==> config.mk <==
export PLATFORM = sky130hd
export DESIGN_NAME = cei_div
export DESIGN_NICKNAME = d
export VERILOG_FILES = /design/src/cei_pkg.sv /design/src/cei_div.sv
export SDC_FILE = /design/constraint.sdc
export NUM_CORES = 1
export LEC_CHECK = 0
export ABC_CLOCK_PERIOD_IN_PS = 6800
export BUFFER_PORTS_ARGS = -buffer_cell sky130_fd_sc_hd__buf_2
export CORE_ASPECT_RATIO = 0.8
export CORE_UTILIZATION = 55
export DETAILED_ROUTE_END_ITERATION = 6
export PLACE_DENSITY = 0.79
export SYNTH_ARGS = -nofsm -noshare
export SYNTH_HDL_FRONTEND = slang
export SYNTH_SLANG_ARGS = --single-unit
==> constraint.sdc <==
create_clock -name clk -period 6.8 [get_ports clk]
set_input_delay 1.02 -clock clk [delete_from_list [all_inputs] [get_ports clk]]
set_output_delay 1.02 -clock clk [all_outputs]
set_load 0.01 [all_outputs]
==> src/cei_pkg.sv <==
`default_nettype none
package cei_pkg;

	localparam logic signed [31:0] MISSING = 32'shFFFF_0000;

	localparam logic [2:0] REG_EDGE   = 3'd0;
	localparam logic [2:0] REG_EVEN   = 3'd1;
	localparam logic [2:0] REG_FIRST  = 3'd2;
	localparam logic [2:0] REG_SPACE  = 3'd3;
	localparam logic [2:0] REG_DSCALE = 3'd4;
	localparam logic [2:0] REG_DOFF   = 3'd5;
	localparam logic [2:0] REG_TSCALE = 3'd6;
	localparam logic [2:0] REG_TOFF   = 3'd7;

	typedef enum logic [17:0] {
		ST_LOAD   = 18'h00001,
		ST_START  = 18'h00002,
		ST_DIVW   = 18'h00004,
		ST_EVK_W  = 18'h00008,
		ST_EVK    = 18'h00010,
		ST_SCAN_W = 18'h00020,
		ST_SCAN   = 18'h00040,
		ST_MUL    = 18'h00080,
		ST_IDIV_S = 18'h00100,
		ST_IDIV_W = 18'h00200,
		ST_BACK_W = 18'h00400,
		ST_BACK   = 18'h00800,
		ST_GEN    = 18'h01000,
		ST_GEN2   = 18'h02000,
		ST_MAPD   = 18'h04000,
		ST_MAPT   = 18'h08000,
		ST_MAPF   = 18'h10000,
		ST_DONE   = 18'h20000
	} state_t;

	typedef struct packed {
		logic start;
		logic done;
	} div_ctl_t;

	// clamp to the signed 32 bit range
	function automatic logic signed [31:0] sat32(input logic signed [49:0] v);
		logic signed [31:0] r;
		if (v > 50'sd2147483647) begin
			r = 32'sh7FFF_FFFF;
		end else if (v < -50'sd2147483648) begin
			r = 32'sh8000_0000;
		end else begin
			r = v[31:0];
		end
		return r;
	endfunction

endpackage
`default_nettype wire

==> src/cei_div.sv <==
`default_nettype none
// restoring divider, one quotient bit per cycle
module cei_div (
	input  wire              clk,
	input  wire              arst_n,
	input  wire              start,
	input  wire [63:0]       dividend,
	input  wire [31:0]       divisor,
	output cei_pkg::div_ctl_t stat,
	output logic [63:0]      quot,
	output logic [31:0]      rem
);
	logic        busy_q;
	logic        done_q;
	logic [5:0]  cnt_q;
	logic [63:0] quo_q;
	logic [31:0] rem_q;
	logic [31:0] dvs_q;
	logic [32:0] sh;
	logic [32:0] sub;
	logic        ge;

	assign sh  = {rem_q, quo_q[63]};
	assign ge  = sh >= {1'b0, dvs_q};
	assign sub = sh - {1'b0, dvs_q};

	always_ff @(posedge clk or negedge arst_n) begin
		if (!arst_n) begin
			busy_q <= 1'b0;
			done_q <= 1'b0;
			cnt_q  <= '0;
		end else if (start) begin
			busy_q <= 1'b1;
			done_q <= 1'b0;
			cnt_q  <= '0;
		end else if (busy_q) begin
			cnt_q <= cnt_q + 6'd1;
			if (cnt_q == 6'd63) begin
				busy_q <= 1'b0;
				done_q <= 1'b1;
			end
		end else begin
			done_q <= 1'b0;
		end
	end

	always_ff @(posedge clk) begin
		if (start) begin
			quo_q <= dividend;
			rem_q <= '0;
			dvs_q <= divisor;
		end else if (busy_q) begin
			quo_q <= {quo_q[62:0], ge};
			rem_q <= ge ? sub[31:0] : sh[31:0];
		end
	end

	assign stat.start = start;
	assign stat.done  = done_q;
	assign quot       = quo_q;
	assign rem        = rem_q;
endmodule
`default_nettype wire

**Yosys cells after proc, flatten, opt, wreduce, memory -nomap -nowiden**

Index checks and enable logic that the tools add are counted.
W data, S select, Z words.

- Input port bits: 99
- Word-level logic and storage cells: 23
- Output and inout port bits: 98
- Flip-flop bits (word level): 136

- $lt $le $gt $ge: 1
- Reductions and logical operators: 1
- Equal/unequal tests: 2
- Multiplexer cells: 11
- Add/sub/neg operators: 2

Operators with widths:

| kind | count |
|---|---|
| $mux W64 | 2 |
| $ge A33 B32 Y1 | 1 |
| $mux W32 | 1 |
| $sub A32 B32 Y32 | 1 |
| $mux W6 | 2 |
| $add A6 B1 Y6 const B | 1 |
| $eq A6 B6 Y1 const B | 1 |
| $mux W1 | 6 |
| $ne A3 B2 Y1 const B | 1 |
| $reduce_bool A2 Y1 | 1 |

**Longest topological paths before layout**

Gate-level depths: netlist (run 1).

- Depth in word-level cells: 4
- Mapped depth: 14
- Mapped depth without buffers: 12

**Least setup slack after synthesis (run 1)**

OpenSTA, ideal clock, no wires.

- Path kind: input to register
- Start: in start
- End: reg quo_q[0] (netlist: quot[0]) (enable)
- Stages: 3
- Buffers on the path: 2
- Setup time: 394 ps
- Setup slack: 3956 ps
- Arrival: 2450 ps
- Path through: clkbuf_1 -> clkbuf_1 -> or2_2

- Cells in the longest elaborated chain, start to end: 1

RTL lines:

| item | line | source |
|---|---|---|
| start: declaration | cei_div.sv:6 | `input wire start,` |
| $reduce_bool A2 Y1 (no source line) | - |  |
| end signal: assignment | cei_div.sv:49 | `quo_q <= dividend;` |
| end signal: assignment | cei_div.sv:53 | `quo_q <= {quo_q[62:0], ge};` |
| end: declaration | cei_div.sv:16 | `logic [63:0] quo_q;` |

No other way between the ends.
A chain may end at the register's enable or synchronous reset.

**Final worst setup path (run 1)**

- Start: reg rem_q[9] (netlist: rem[9])
- End: reg rem_q[30] (netlist: rem[30])

- Cells in the longest elaborated chain, start to end: 2

RTL lines:

| item | line | source |
|---|---|---|
| start: declaration | cei_div.sv:17 | `logic [31:0] rem_q;` |
| start signal: assignment | cei_div.sv:54 | `rem_q <= ge ? sub[31:0] : sh[31:0];` |
| $sub A32 B32 Y32 or $ge A33 B32 Y1 (tied branches) | cei_div.sv:25, cei_div.sv:24 |  |
| $mux W32 * | cei_div.sv:54 |  |

Mark *: on every way between the ends. The rest lies on a longest branch, timed or not.

==> flow_summary.json, run 1 <==
{
  "vias_per_cell": 5.631,
  "synth_cells": 651,
  "dr.pass1.iters": 6,
  "ir_drop_mv": 0.2323,
  "postCtsSetupRepairBufs": 0,
  "period_minus_slack_ns": 3.584,
  "die_area_mm2": 0.01373,
  "place_hpwl_mm": 12.27,
  "leakagePower_nw": 4.126,
  "fin_crit_sh": 0.5270,
  "wl_per_cell_um": 16.86,
  "grt_pass1_wl_mm": 26.88,
  "finalNetCount": 973,
  "cp_slowest_stage_delay_ns": 0.59,
  "cts_tree": "yes",
  "postSynthNetCount": 784,
  "crit_slowest_cell": "a31oi_4",
  "arrival_ns": 3.87,
  "final_util": 0.6982,
  "slew-limit-headroom": 0.3280,
  "synth_edf_count": 96,
  "cp.depth": 11,
  "ys.flop_type": "edfxtp_1",
  "tns_ns": 0,
  "postCtsHoldBufs": 0,
  "synth_top_family_by_area": "compound AO/OA/AOI/OAI gates",
  "status": "finished, final reports clean",
  "path_class": "flip-flop to flip-flop",
  "fp.dieW_um": 130.8,
  "grt_pass1_vias": 5552,
  "crit_chain": "ha_1 -> a21oi_1 -> and2_1 -> nand2_1 -> o21ai_1 -> a21oi_2 -> a31oi_4 -> buf_4 -> mux2_2 -> mux2i_1 -> a211oi_2",
  "grt_max_degree": 83,
  "endpoint_kind": "flip-flop",
  "yosys.area_share.simple": 0.09690,
  "antenna_found_initial": 1,
  "max-cap-violations": 0,
  "ant_nets": 0,
  "synth_compound_area_frac": 0.1363,
  "cts_resized": 0,
  "maxSlewViolCount": 0,
  "setup_viol": 0,
  "die_height_um": 105.0,
  "drcViolationCount": 0,
  "ys_warn_count": 0,
  "num_io_pins": 197,
  "crit_family": "compound AO/OA/AOI/OAI gates",
  "cts-root-buf": "clkbuf_16",
  "insertion_delay_ns": 0.43,
  "critPathBufInv": 1,
  "cts.sinks": 136,
  "cp-start-kind": "flip-flop",
  "drive_above_1_share": 0.3705,
  "area_delta_synth_final_pct": 23.62,
  "initial_utilization": 0.5649,
  "hp-class": "input port to async pin",
  "max_freq_ghz": 0.2790,
  "drt_wl_total_mm": 17.35,
  "met1Wirelength_mm": 7.536,
  "clk_pin_slew_ns": 0.06,
  "rows": 37,
  "clk_path_buf_depth": 2,
  "top_layer_used": "met4",
  "synth-async-reset-ratio": 0.05882,
  "htree_levels": 4,
  "io_buffers": 196,
  "ys_ff_latch": 136,
  "muxShareOfSynthArea": 0.1278,
  "drt_first_iter_violations": 477,
  "vias": 5794,
  "dr_wl_met3_mm": 1.150,
  "power.density_mw_per_mm2": 345.2,
  "numCtsBuffers": 17,
  "synth_cell_types": 58,
  "cp.required_ns": 7.08,
  "worstRegToRegCells": 11,
  "rsz0062_at_grt": "no",
  "synth_xor_area_frac": 0.03121,
  "yosysSeqAreaShare": 0.5104,
  "avgSynthCellArea_um2": 11.21,
  "rrSetupSlack_ns": 3.22,
  "place.gp.congestion": 0.9058,
  "wl_met2_mm": 8.228,
  "grt_use_total": 0.2570,
  "grt_overflow": 0,
  "skew_ns": 0.008293,
  "core_mm2": 0.01292,
  "synth_adder_area_share": 0.05934,
  "synthesis.area_mm2": 0.007296,
  "critPathMaxFanout": 34,
  "tightest_slew_ns": 1.008,
  "hold_violations": 0
}
[report_power, final]
| group | switching, mW | internal [mW] |
|---|---|---|
| registers | 0.0991 | 1.02 |
| logic | 0.575 | 0.457 |
| clock network | 0.380 | 0.584 |
| total | 1.05 | 2.06 |
[cells in the mapped netlist (9+ instances only)]
library cell	number	area, um^2
xor2_1	14	122.6
o21ai_0	20	100.1
ha_1	33	412.9
mux2i_1	14	140.1
a21oi_1	53	265.3
nor2_1	58	217.7
xnor2_1	12	105.1
inv_1	39	146.4
dfxtp_1	32	640.6
mux2_2	69	777.0
a211oi_1	25	187.7
nand2_1	35	131.4
and3_1	9	56.30
a21o_1	9	67.56
clkbuf_1	21	78.83
nor3_1	10	50.05
edfxtp_1	96	2883
[cells by family after synthesis]
logic type / Yosys count
AOI/OAI and AO/OA: 149
xor gates and xnor gates: 26
buffers and inverters: 70
muxes: 84
DFF: 136
and+or+nand+nor: 152
adders and majority gates: 34
[metrics by stage]
step                      hold slack, ns  cells  power, mW  setup slack (ns)  cell area [um^2]
after floorplan                   0.5111    651      1.849             3.956              7296
after global placement            0.4846    996      2.110             3.354              8402
after detailed placement          0.5074    996      2.141             3.243              8402
after CTS                         0.4173   1028      3.114             3.249              9016
after global routing              0.4230   1028      3.268             2.985              9016
final                             0.4223   1029      3.113             3.216              9019
[cells in the final DEF, fill, tap and decap left out, drive strengths merged, types with 6 or more instances in the layout]
cell,count
nand4,6
xnor2,12
nor3,10
dfrtp,8
nor2,59
mux2i,14
clkbuf,17
and3,9
dfxtp,32
inv,45
a21oi,55
nand3,8
a211oi,26
mux2,70
nand2,35
o21ai,21
xor2,14
buf,200
a31oi,7
and2,7
edfxtp,96
ha,33
a21o,9
[registers in the layout, summed over array words and instances, names as in the netlist]
| signal | count |
|---|---|
| rem | 32 |
| busy_q | 1 |
| dvs_q | 32 |
| cnt_q | 6 |
| done_q | 1 |
| quot | 64 |
[final cells by class]
type                            count  area [um^2]
Antenna cell                        1        2.502
Clock buffer                       17        425.4
Clock inverter                     15        188.9
Fill cell                         953         3897
Inverter                           40        150.1
Multi-Input combinational cell    445         3294
Sequential cell                   136         3725
Tap cell                          175        219.0
Timing Repair Buffer              200         1013
[worst register-to-register path, cell delays in order, from the launching register on]
cell,delay (ns)
dfxtp_1,0.34
ha_1,0.37
a21oi_1,0.38
and2_1,0.22
nand2_1,0.10
o21ai_1,0.24
a21oi_2,0.13
a31oi_4,0.59
buf_4,0.46
mux2_2,0.39
mux2i_1,0.17
a211oi_2,0.06
[routing by layer]
layer	GRT usage	vias to the layer above
li1	-	2778
met1	0.3306	2767
met2	0.3998	213
met3	0.07885	36
met4	0.1067	0
met5	0	-
[final timing paths]
path	end	startpoint
min reg2reg	rem[22]$_SDFFE_PP0P_	rem[22]$_SDFFE_PP0P_
max in group asynchronous	busy_q$_DFF_PN0_	arst_n
max	rem[30]$_SDFFE_PP0P_	rem[9]$_SDFFE_PP0P_
max reg2reg	rem[30]$_SDFFE_PP0P_	rem[9]$_SDFFE_PP0P_
min	done_q$_DFFE_PN0P_	arst_n
min in group clk	rem[22]$_SDFFE_PP0P_	rem[22]$_SDFFE_PP0P_
No activity file was read; power rests on OpenSTA's default activity.
==> inputs of run 2 (changes only) <==
--- a/config.mk
+++ b/config.mk
@@ -5,12 +5,12 @@
 export SDC_FILE = /design/constraint.sdc
 export NUM_CORES = 1
 export LEC_CHECK = 0
-export ABC_CLOCK_PERIOD_IN_PS = 6800
+export ABC_CLOCK_PERIOD_IN_PS = 3200
 export BUFFER_PORTS_ARGS = -buffer_cell sky130_fd_sc_hd__buf_2
 export CORE_ASPECT_RATIO = 0.8
-export CORE_UTILIZATION = 55
+export CORE_UTILIZATION = 48
 export DETAILED_ROUTE_END_ITERATION = 6
-export PLACE_DENSITY = 0.79
+export PLACE_DENSITY = 0.73
 export SYNTH_ARGS = -nofsm -noshare
 export SYNTH_HDL_FRONTEND = slang
 export SYNTH_SLANG_ARGS = --single-unit
==> constraint.sdc (replaced) <==
create_clock -name clk -period 3.2 [get_ports clk]
set_input_delay 0.48 -clock clk [delete_from_list [all_inputs] [get_ports clk]]
set_output_delay 0.48 -clock clk [all_outputs]
set_load 0.01 [all_outputs]
==> run 2 against run 1 <==
Net effect:
- final area up 0.90%
- utilization down 7.2 points
- combinational power rose by 120%
- first-iteration DRC count shrank 24%
- clock power increased by 100%
- maximum frequency grew 22%
- non-clock buffer count up 7
- clock skew up 0.0020 ns
- critical path type unchanged
==> flow_summary.json, run 2 (synthesized netlist as in run 1, its figures left out) <==
{
  "leakagePower_nw": 4.171,
  "initial_utilization": 0.5017,
  "numCtsBuffers": 17,
  "grt_pass1_wl_mm": 27.81,
  "layout_common_cells": "195 x buf_2, 96 x edfxtp_1, 69 x mux2_2",
  "largest_reg_flops": 64,
  "cts_tree": "yes",
  "io_buffers": 196,
  "gr-usage-met1": 0.2750,
  "ir_drop_mv": 0.3759,
  "insertion_delay_ns": 0.43,
  "gr-usage-met2": 0.3773,
  "timing.rr.start": "rem[23]$_SDFFE_PP0P_",
  "finalNetCount": 980,
  "fin_cells": 1045,
  "worstRegToRegCells": 11,
  "crit_start": "rem[23]$_SDFFE_PP0P_",
  "grt_max_degree": 65,
  "setup_viol": 0,
  "cts.sinks": 136,
  "maxSlewViolCount": 0,
  "place_area_mm2": 0.008496,
  "fin_crit_sh": 0.9216,
  "cp-endpoint": "rem[21]$_SDFFE_PP0P_",
  "power.density_mw_per_mm2": 720.8,
  "htree_levels": 4,
  "drive_above_1_share": 0.3756,
  "die_height_um": 112.3,
  "drt_first_iter_violations": 361,
  "place_hpwl_mm": 12.93,
  "rows": 39,
  "num_io_pins": 197,
  "layout_commonest_cell": "buf_2",
  "cp-start-kind": "flip-flop",
  "antenna_found_initial": 1,
  "clk_path_buf_depth": 2,
  "tns_ns": 0,
  "postCtsSetupRepairBufs": 0,
  "endpoint_kind": "flip-flop",
  "tightest_slew_ns": 0.4757,
  "final_util": 0.6258,
  "rrSetupSlack_ns": 0.25,
  "status": "finished, final reports clean",
  "period_minus_slack_ns": 2.949,
  "slew-limit-headroom": 0.6809,
  "area_delta_synth_final_pct": 24.73,
  "grt_pass1_vias": 5684,
  "grt_use_total": 0.2279,
  "use_met3": 0.07978,
  "max_freq_ghz": 0.3391,
  "top_usage_layer": "met2",
  "whs_ns": 0.2215,
  "rsz0062_at_grt": "no",
  "drt_wl_total_mm": 17.41,
  "grt_overflow": 0,
  "fin_area_mm2": 0.009100,
  "hp-class": "input port to flip-flop",
  "path_class": "flip-flop to flip-flop",
  "arrival_ns": 3.24,
  "skew_ns": 0.01030,
  "cp.required_ns": 3.50,
  "vias_per_cell": 5.489,
  "dpl.cell_count": 1011,
  "place.gp.congestion": 0.8916,
  "vias": 5736,
  "ant_nets": 0,
  "drcViolationCount": 0,
  "wl_per_cell_um": 16.66,
  "clk_pin_slew_ns": 0.07,
  "cts-root-buf": "clkbuf_16",
  "dr.pass1.iters": 5,
  "die_area_mm2": 0.01570,
  "hold_violations": 0,
  "max-cap-violations": 0,
  "fp.dieW_um": 139.8,
  "fill_cells": 1185,
  "core_mm2": 0.01454,
  "r2r-end": "rem[21]$_SDFFE_PP0P_",
  "critPathMaxFanout": 9
}
run 2: area by class of cell:
class,count,area [um^2],share of cell area
clock inverters,15,156.4,0.01719
well taps,184,230.2,0.02530
diodes,1,2.502,0.0002750
multi-input cells,445,3304,0.3631
inverters,40,150.1,0.01650
flip-flops and latches,136,3725,0.4093
repair buffers,207,1106,0.1215
clock buffers,17,425.4,0.04675
run 2: how the worst min path moves through the flow:
stage,slack [ns],end,start,cells past startpoint
2_1_floorplan,0.18,busy_q$_DFF_PN0_,arst_n,0
3_3_place_gp,0.33,cnt_q[2]$_DFFE_PN0P_,arst_n,1
3_5_place_dp,0.33,cnt_q[1]$_DFFE_PN0P_,arst_n,1
4_1_cts,0.21,dvs_q[13]$_DFFE_PP_,divisor[13],1
5_1_grt,0.20,dvs_q[7]$_DFFE_PP_,divisor[7],1
6_report,0.22,dvs_q[7]$_DFFE_PP_,divisor[7],1
run 2: repair_timing:
item,4_1_cts,5_1_grt
hold buffers,1,0
setup endpoints to repair,0,2
gates resized for setup,0,3
endpoints found under the hold margin,8,0
run 2: critical path, stage by stage, from the launching register on:
cell and delay, ns:
dfxtp_1 0.34, ha_1 0.42, a21oi_1 0.28, o21ai_0 0.20, a41oi_1 0.19, o21ai_0 0.10, o21ba_2 0.24, a31oi_4 0.29
buf_4 0.24, mux2_2 0.34, mux2i_1 0.13, nor2_1 0.05
run 2: report_power, final:
group	internal, mW	total (mW)	switching (mW)
clock network	1.10	1.95	0.844
logic	1.02	2.24	1.22
registers	2.16	2.37	0.211
run 2: routing by layer:
metal | wire length [um] | up-vias | part of all wire
li1 | - | 2801 | -
met1 | 7448 | 2710 | 0.43
met2 | 8322 | 200 | 0.48
met3 | 1336 | 25 | 0.077
met4 | 297 | 0 | 0.017
met5 | 0 | - | 0
run 2: per-stage QoR:
step	power (mW)	worst slack [ns]
finish	6.559	0.2508
global route	6.932	0.05181
CTS	6.583	0.07431
detailed placement	4.613	0.09481
global placement	4.561	0.2578
floorplan	3.928	0.4012
==> inputs of run 3 (changes only) <==
--- a/config.mk
+++ b/config.mk
@@ -7,8 +7,10 @@
 export LEC_CHECK = 0
 export ABC_CLOCK_PERIOD_IN_PS = 3200
 export BUFFER_PORTS_ARGS = -buffer_cell sky130_fd_sc_hd__buf_2
+export CELL_PAD_IN_SITES_DETAIL_PLACEMENT = 1
+export CELL_PAD_IN_SITES_GLOBAL_PLACEMENT = 1
 export CORE_ASPECT_RATIO = 0.8
-export CORE_UTILIZATION = 48
+export CORE_UTILIZATION = 37
 export DETAILED_ROUTE_END_ITERATION = 6
 export PLACE_DENSITY = 0.73
 export SYNTH_ARGS = -nofsm -noshare
==> run 3 against run 2 <==
Net effect:
- final area is 1.3% higher
- final cell count up 7.1%
- global-route usage is 2.1 points lower
- flip-flop and latch count unchanged
- combinational power is 2% higher
- worst setup slack worse by 0.078 ns
- count of clock-buffer cells in the layout unchanged
- sequential share of layout area shrank 0.51 points
- routed wire length is 16% higher
- via count rose by 0.80%
- first-iteration DRC count decreased by 25%
- largest cell class unchanged
- largest power group unchanged
==> flow_summary.json, run 3 (synthesized netlist as in run 1, its figures left out) <==
{
  "cp.required_ns": 3.55,
  "grt_pass1_vias": 6063,
  "drcViolationCount": 0,
  "ir_drop_mv": 0.2890,
  "initial_utilization": 0.3811,
  "max_freq_ghz": 0.3304,
  "die_height_um": 127.6,
  "numCtsBuffers": 17,
  "clk_path_buf_depth": 2,
  "maxSlewViolCount": 0,
  "holdPathEnd": "dvs_q[8]$_DFFE_PP_",
  "num_io_pins": 197,
  "timing.rr.start": "quot[63]$_DFFE_PP_",
  "tightest_slew_ns": 0.6997,
  "grt_pass1_wl_mm": 32.64,
  "setup_viol": 0,
  "rsz0062_at_grt": "no",
  "final_util": 0.4814,
  "grt_overflow": 0,
  "clk_pin_slew_ns": 0.06,
  "endpoint_kind": "flip-flop",
  "cp_slowest_stage_delay_ns": 0.39,
  "gr-usage-met2": 0.3447,
  "gr-usage-met1": 0.2561,
  "skew_ns": 0.01236,
  "wl_per_cell_um": 18.08,
  "finalPower_mw": 6.704,
  "status": "finished, final reports clean",
  "drive_above_1_share": 0.3733,
  "largest_reg_flops": 64,
  "cp-start-kind": "flip-flop",
  "tns_ns": 0,
  "top_usage_layer": "met2",
  "dp_slack_ns": 0.07413,
  "finalWorstSetupSlack_ns": 0.1730,
  "fin_area_mm2": 0.009215,
  "worstRegToRegCells": 12,
  "vias_per_cell": 5.167,
  "dr.pass1.iters": 6,
  "fp.dieW_um": 159.0,
  "cts-root-buf": "clkbuf_16",
  "rrSetupSlack_ns": 0.17,
  "power.density_mw_per_mm2": 727.5,
  "die_area_mm2": 0.02029,
  "drt_first_iter_violations": 270,
  "path_class": "flip-flop to flip-flop",
  "holdPathStages": 1,
  "min_from": "divisor[8]",
  "slew-limit-headroom": 0.5335,
  "place_area_mm2": 0.008592,
  "grt_max_degree": 64,
  "antenna_found_initial": 5,
  "fin_crit_sh": 0.9459,
  "place.gp.congestion": 0.8376,
  "postCtsSetupRepairBufs": 0,
  "drt_wl_total_mm": 20.23,
  "layout_commonest_cell": "buf_2",
  "hp-class": "input port to flip-flop",
  "area_delta_synth_final_pct": 26.31,
  "hold_violations": 0,
  "critPathMaxFanout": 6,
  "arrival_ns": 3.37,
  "core_mm2": 0.01914,
  "cts.sinks": 136,
  "ant_nets": 0,
  "vias": 5782,
  "grt_use_total": 0.2071,
  "max-cap-violations": 0,
  "fill_cells": 2169,
  "place_hpwl_mm": 14.71,
  "crit_slowest_cell": "fa_1",
  "use_met3": 0.06818,
  "leakagePower_nw": 4.184,
  "r2r-end": "rem[30]$_SDFFE_PP0P_",
  "crit_chain": "inv_1 -> ha_1 -> fa_1 -> nor2b_1 -> o2111ai_1 -> nand2_1 -> a2111oi_4 -> nor2_4 -> a21oi_2 -> o32ai_1 -> mux2_4 -> a211oi_2",
  "cts_tree": "yes",
  "layout_common_cells": "195 x buf_2, 96 x edfxtp_1, 69 x mux2_2",
  "rows": 45,
  "htree_levels": 4,
  "insertion_delay_ns": 0.43,
  "io_buffers": 196,
  "finalNetCount": 980,
  "period_minus_slack_ns": 3.027
}
==> run 3: per-layer routing <==
layer	up-vias	share of wire
met5	-	0.0021
met4	6	0.013
met3	23	0.066
met2	163	0.47
met1	2790	0.44
li1	2800	-
==> run 3: worst max-delay path, delay by kind of cell (launching register included) <==
kind,cells,cell delay (ns)
buf+inv,1,0.06
fa+ha+maj,2,0.61
mux,1,0.34
flops,1,0.36
compound gates,5,0.91
simple gates,3,0.67
==> run 3: timing repair <==
item,in CTS,in global routing
hold buffers,1,0
gates resized for setup,0,1
hold endpoints to repair,8,0
endpoints found under the setup margin,0,1
==> run 3: power by group <==
| group | switching, mW | leakage (nW) | internal [mW] |
|---|---|---|---|
| clock | 0.867 | 0.296 | 1.18 |
| combinational | 1.27 | 2.53 | 1.01 |
| sequential | 0.211 | 1.36 | 2.16 |
==> run 3: layout make-up <==
cell class / instances / area (um^2) / area share
antenna: 1 / 2.502 / 0.0002716
clock buffer: 17 / 425.4 / 0.04616
clock inverter: 15 / 180.2 / 0.01955
inverter: 40 / 150.1 / 0.01629
multi-input combinational: 445 / 3299 / 0.3580
sequential: 136 / 3725 / 0.4042
tap: 258 / 322.8 / 0.03503
timing repair buffer: 207 / 1110 / 0.1204
==> run 3: worst max path at each step <==
stage	cells past startpoint	start	to
2_1_floorplan	12	quot[63]$_DFFE_PP_	rem[30]$_SDFFE_PP0P_
3_3_place_gp	12	quot[63]$_DFFE_PP_	rem[30]$_SDFFE_PP0P_
3_5_place_dp	12	quot[63]$_DFFE_PP_	rem[30]$_SDFFE_PP0P_
4_1_cts	12	quot[63]$_DFFE_PP_	rem[30]$_SDFFE_PP0P_
5_1_grt	12	dvs_q[12]$_DFFE_PP_	rem[2]$_SDFFE_PP0P_
6_report	12	quot[63]$_DFFE_PP_	rem[30]$_SDFFE_PP0P_
==> run 3: stage by stage <==
step	hold slack, ns	cells
2_1_floorplan	0.1844	651
6_report	0.2211	1119
4_1_cts	0.1940	1118
3_5_place_dp	0.3396	1085
3_3_place_gp	0.3376	1085
5_1_grt	0.2053	1119
